File: src/rtl/lcc_pkg.sv
// Package for the linear convolution and correlation block.
// Holds the request, response and pipeline control types, field widths and operation codes.
// Depends on nothing; lcc_mac, the top module and the testbench import it (lcc_ram does not).
package lcc_pkg;

   localparam int SAMPLE_BITS    = 16;
   localparam int PROD_BITS      = 2 * SAMPLE_BITS;
   localparam int PLEN_BITS      = 11;
   localparam int ACC_BITS       = PROD_BITS + PLEN_BITS;
   localparam int RESULT_BITS    = 48;
   localparam int CSR_INDEX_BITS = 2;

   localparam logic [1:0] OP_LOAD   = 2'd0;
   localparam logic [1:0] OP_SAMPLE = 2'd1;
   localparam logic [1:0] OP_TAIL   = 2'd2;

   localparam logic [CSR_INDEX_BITS-1:0] CSR_MODE = 2'd0;
   localparam logic [CSR_INDEX_BITS-1:0] CSR_PLEN = 2'd1;

   typedef struct packed {
      logic [1:0]                    operation;
      logic signed [SAMPLE_BITS-1:0] sample_value;
   } lcc_req_type;

   typedef struct packed {
      logic signed [RESULT_BITS-1:0] result_value;
      logic                          last_of_stream;
   } lcc_rsp_type;

   typedef struct packed {
      logic valid;
      logic first_tap;
      logic last_tap;
      logic live;
   } lcc_ctl_type;

   typedef enum logic [1:0] {
      ST_IDLE,
      ST_RUN,
      ST_DRAIN,
      ST_FINISH
   } lcc_state_type;

endpackage

File: src/rtl/lcc_mac.sv
// Multiply-accumulate pipeline: one registered product stage and one accumulator stage.
// Depends on lcc_pkg for the control struct and the widths.
module lcc_mac
   import lcc_pkg::*;
(
   input  logic                          clock,
   input  logic                          reset,
   input  lcc_ctl_type                   ctl,
   input  logic signed [SAMPLE_BITS-1:0] patch_tap,
   input  logic signed [SAMPLE_BITS-1:0] hist_sample,
   output logic signed [ACC_BITS-1:0]    acc_sum,
   output logic                          done
);

   logic signed [SAMPLE_BITS-1:0] hist_gated;
   logic signed [PROD_BITS-1:0]   prod_ff, prod_in;
   lcc_ctl_type                   pctl_ff, pctl_in;
   logic signed [ACC_BITS-1:0]    acc_ff, acc_in;
   logic                          done_ff, done_in;

   always_comb begin
      hist_gated = ctl.live ? hist_sample : '0;
      prod_in    = PROD_BITS'(patch_tap) * PROD_BITS'(hist_gated);
      pctl_in    = ctl;
      acc_in     = acc_ff;
      if (pctl_ff.valid) begin
         if (pctl_ff.first_tap) begin
            acc_in = ACC_BITS'(prod_ff);
         end else begin
            acc_in = acc_ff + ACC_BITS'(prod_ff);
         end
      end
      done_in = pctl_ff.valid && pctl_ff.last_tap;
   end

   always_ff @(posedge clock) begin
      prod_ff <= prod_in;
      acc_ff  <= acc_in;
      if (reset) begin
         pctl_ff <= '0;
         done_ff <= 1'b0;
      end else begin
         pctl_ff <= pctl_in;
         done_ff <= done_in;
      end
   end

   assign acc_sum = acc_ff;
   assign done    = done_ff;

endmodule

File: config.mk
export PLATFORM = sky130hd
export DESIGN_NAME = lcc_mac
export DESIGN_NICKNAME = d
export VERILOG_FILES = /design/src/rtl/lcc_pkg.sv /design/src/rtl/lcc_mac.sv
export SDC_FILE = /design/constraint.sdc
export NUM_CORES = 1
export LEC_CHECK = 0
export BUFFER_PORTS_ARGS = -buffer_cell sky130_fd_sc_hd__clkbuf_2
export CAP_MARGIN = 20
export CORE_MARGIN = 8
export CORE_UTILIZATION = 62
export DETAILED_ROUTE_END_ITERATION = 7
export HOLD_SLACK_MARGIN = 0.12
export PLACE_DENSITY = 0.83
export SETUP_SLACK_MARGIN = 0.02
export SYNTH_ARGS = -nofsm -noshare
export SYNTH_HDL_FRONTEND = slang
export SYNTH_SLANG_ARGS = --single-unit
File: constraint.sdc
create_clock -name clock -period 9.4 [get_ports clock]
set_clock_uncertainty 0.2 [all_clocks]
set_input_delay 1.88 -clock clock [delete_from_list [all_inputs] [get_ports clock]]
set_output_delay 1.88 -clock clock [all_outputs]
set_load 0.03 [all_outputs]
After elaboration in Yosys (flattened, before gate mapping)
Index checks and enable logic that the tools add are counted.
{"block": "word_totals", "elab_cells": 11, "input_bits": 38, "ff_bits": 79, "out_inout_bits": 44}
{"block": "classes", "n_mul": 1, "add_sub_neg": 1, "muxes": 2, "reduce_logical": 1}
{"op": "$add A43 B32 Y43", "count": 1}
{"op": "$mux W43", "count": 1}
{"op": "$mul A16 B16 Y32", "count": 1}
{"op": "$mux W16", "count": 1}
{"op": "$logic_and A1 B1 Y1", "count": 1}

Depth between registers and ports, before layout
{"block": "depth", "depth_word": 2, "ltp_mapped": 26, "ltp_nobuf": 23}

Worst setup path after synthesis
Ideal clock, no wire load.
{"block": "synth_timing", "kind": "in2reg", "startpoint": "input port ctl[0] (netlist name)", "endpoint": "register prod_ff[30]", "setup_slack_ns": 1.492, "t_arrival_ns": 7.629, "path_stages": 21, "required_time_ns": 9.121, "n_path_buf": 2, "setup_ns": 0.079, "path_cell_list": "clkbuf_1 clkbuf_1 nand3_1 fa_1 inv_1 fa_1 fa_1 fa_1 fa_1 inv_1 fa_1 inv_1 ha_1 and4_1 and3_1 a21oi_1 nand3_1 o311a_1 o21a_1 o21a_1 o211ai_1"}
{"block": "synth_between", "elab_chain_cells": 2}
{"item": "from (decl)", "line_no": "lcc_mac.sv:8", "source": "input lcc_ctl_type ctl,"}
{"item": "$mux W16", "line_no": "lcc_mac.sv:22", "source": "hist_gated = ctl.live ? hist_sample : '0;"}
{"item": "$mul A16 B16 Y32", "line_no": "lcc_mac.sv:23", "source": "prod_in = PROD_BITS'(patch_tap) * PROD_BITS'(hist_gated);"}
{"item": "net prod_in[30]", "line_no": "lcc_mac.sv:16", "source": "logic signed [PROD_BITS-1:0] prod_ff, prod_in;"}
{"item": "to (signal assigned)", "line_no": "lcc_mac.sv:37", "source": "prod_ff <= prod_in;"}
{"item": "to (decl)", "line_no": "lcc_mac.sv:16"}
The timed path passes the listed nets, and every way through them passes these cells.
A chain may end at the register's enable or synchronous reset.

Worst setup path in the final report
Same ends and word-level chain as after synthesis.

==> out/qor.json <==
{
  "global_route": {
    "grt_start_max_net_pins": 83,
    "number_of_global_route_vias_before_repair": 11871,
    "antenna_violations_before_repair": 0,
    "gr-total-overflow": 0,
    "grt.total_usage_pct": 24.43,
    "grt_pass1_wl_um": 57590
  },
  "synthesis": {
    "ys_flop_type": "edfxtp_1",
    "synth_edf_count": 43,
    "ys_top_cells_by_count": "inv_1, fa_1, nand2_1",
    "synth.lib_cells_used.distinct": 61,
    "synthesized_netlist_net_count": 2043,
    "yosysWarnings": 0,
    "yosys_register_bits": 79,
    "ranking_of_synthesized_cells_by_area": "fa_1, ha_1, edfxtp_1, inv_1, and3_1",
    "avgSynthCellArea_um2": 9.147,
    "seq_area_frac_synth_pct": 13.59,
    "synth_async_sr_flop_share_pct": 0,
    "yosysMostFrequentCell": "inv_1",
    "synth.largest_area_cell": "fa_1",
    "netlist_instances": 1618,
    "mappedNetlistArea_mm2": 0.01480,
    "post-synth-top-area-fraction_pct": 35.58
  },
  "sta": {
    "timing_max_transition_violations_final": 0,
    "hold_viol_final": 0,
    "max_freq_mhz": 118.1,
    "totalNegativeSetupSlack_ns": 0,
    "finalWorstPathRequiredPeriod_ns": 8.471,
    "period_share_pct": 90.12,
    "unrepaired_setup_endpoints_after_global_routing": "no",
    "timing_worst_slew_pin_value_ns": 0.7205,
    "slew_headroom_pct": 51.90,
    "setup-violations-final": 0
  },
  "routing": {
    "first_iter_violations": 982,
    "drt-wirelength-per-cell_um": 17.68,
    "routed-via-count": 11517,
    "detailedRoute.firstPassIterationCount": 6,
    "remaining_drc_errors": 0,
    "wl_um": 34820,
    "avgViaCountPerCell": 5.849,
    "drtAntennaViolNets": 0
  },
  "clock_network": {
    "clkTransAtPathRegs_ns": 0.06,
    "clock_latency_ns": 0.34,
    "htreeDepth": 3,
    "cts.path.max_buffers": 2,
    "cts_hold_buffers": 0,
    "clock_tree_from_tritoncts": "done",
    "cts_resized": 0,
    "cts-root-buf": "clkbuf_16",
    "sinks_on_clock_net": 79,
    "cts_post_setup_buffers_inserted": 0,
    "cts_buffers": 9
  },
  "critical_path": {
    "worst-path-max-fanout": 82,
    "worst_path_required_time_ns": 9.42,
    "startpoint": "ctl[0]",
    "critical_path_class": "input pin to flip-flop",
    "crit-reg2reg-launch": "prod_ff[31]$_DFF_P_",
    "setup_crit_end_kind": "flip-flop",
    "worstSetupStartpointType": "input pin",
    "arrival_time_at_the_worst_endpoint_ns": 8.49
  },
  "die": {
    "placeable_core_region_mm2": 0.02347,
    "die_y_um": 170.5,
    "dieArea_mm2": 0.02907,
    "die_width_um": 170.5,
    "rows": 56,
    "initial_utilization_pct": 63.05,
    "num_io_pins": 82
  },
  "final_layout": {
    "drive_above_1_share_pct": 7.455,
    "layout.filler_cells": 1855,
    "layout.nets": 2070,
    "syn2layout_area_growth_pct": 6.298,
    "antennaDiodeCount": 0
  },
  "hold_path": {
    "worst_hold_class": "flip-flop to flip-flop",
    "hp-start": "pctl_ff[1]$_SDFF_PP0_"
  },
  "placement": {
    "finalWeightedCongestion": 0.9389,
    "placement.io_buffers": 81,
    "detailed_place_hpwl_um": 28360
  },
  "power": {
    "power_density_mw_per_mm2": 339.9,
    "worst_ir_drop_vdd_mv": 0.1594,
    "totalPowerFinal_mw": 5.348,
    "total_leakage_power_nw": 8.095
  },
  "job": {
    "drv.max_cap_violation_count": 0
  },
  "status": {
    "run_status": "finished clean"
  }
}
==> cells in the final DEF (no fill, tap or decap), types with 37 or more instances in the layout <==
cell        n
nand3_1    39
inv_1     286
a21o_1     37
and3_1    136
a21oi_1    61
edfxtp_1   43
nand2_1   173
nor2_1     44
xnor2_1    45
fa_1      263
o21ai_0    62
clkbuf_2   80
ha_1      124
==> worst max-delay path, cell delays in order <==
cell and delay (ns):
buf_2 0.44, buf_12 0.33, and2_1 0.52, nand2_1 0.16, fa_1 0.55, inv_1 0.07
fa_1 0.54, fa_1 0.44, fa_1 0.43, fa_1 0.52, inv_1 0.05, fa_1 0.47
inv_1 0.04, ha_1 0.42, and4_1 0.25, and3_1 0.19, nand3_1 0.11, a31oi_1 0.44
o311a_1 0.24, o21a_1 0.15, o21a_1 0.14, o211ai_1 0.09
==> metal layers <==
layer	vias to the layer above	global-route usage, %	wire, µm
li1	5323	-	-
met1	5590	32.58	14820
met2	537	40.25	16230
met3	67	4.287	3024
met4	0	7.590	743
met5	-	0	0
==> final timing paths <==
path | cells past startpoint | endpoint | slack (ns)
max | 22 | prod_ff[30]$_DFF_P_ | 0.93
min | 2 | done$_SDFF_PP0_ | 0.22
max reg2reg | 10 | acc_sum[42]$_DFFE_PP_ | 5.82
min reg2reg | 2 | done$_SDFF_PP0_ | 0.22
==> registers in the layout, summed over array words and instances (netlist names) <==
name,cells
pctl_ff,3
acc_sum,43
prod_ff,32
done,1
==> layout make-up <==
type / count / area [µm²] / share of cell area [%]
multi-input combinational: 1181 / 11440 / 72.71
sequential: 79 / 2014 / 12.81
inverter: 286 / 1074 / 6.824
timing repair buffer: 88 / 490.5 / 3.118
tap: 319 / 399.1 / 2.537
clock buffer: 13 / 292.8 / 1.861
clock inverter: 3 / 22.52 / 0.1432
==> power by group <==
part	internal (mW)	switching [mW]	total, mW
clock	0.219	0.133	0.351
sequential	0.607	0.106	0.713
combinational	1.82	2.47	4.28
==> per-stage QoR <==
stage	hold WS, ns	cells	instance area, µm²	setup WS, ns	util, %
after floorplan	0.1952	1618	14800	1.492	-
after global placement	0.2057	1952	15390	0.8230	65.56
after detailed placement	0.2124	1952	15390	0.6714	65.56
after CTS	0.2187	1968	15700	1.033	66.90
after global routing	0.2245	1969	15730	0.6982	67.02
final	0.2154	1969	15730	0.9290	67.02
==> kinds of logic (layout without fill, tap and decap cells) <==
family          Yosys count  count (layout)  synth area share (%)
xor+xnor                 70              70                 4.143
compound gates          251             251                 10.96
mux                       3               3                0.2198
buf+inv                 358             390                 9.114
simple gates            470             470                 15.91
fa+ha+maj               387             387                 46.06
flops                    79              79                 13.59
Power figures use the tool's default switching activity.
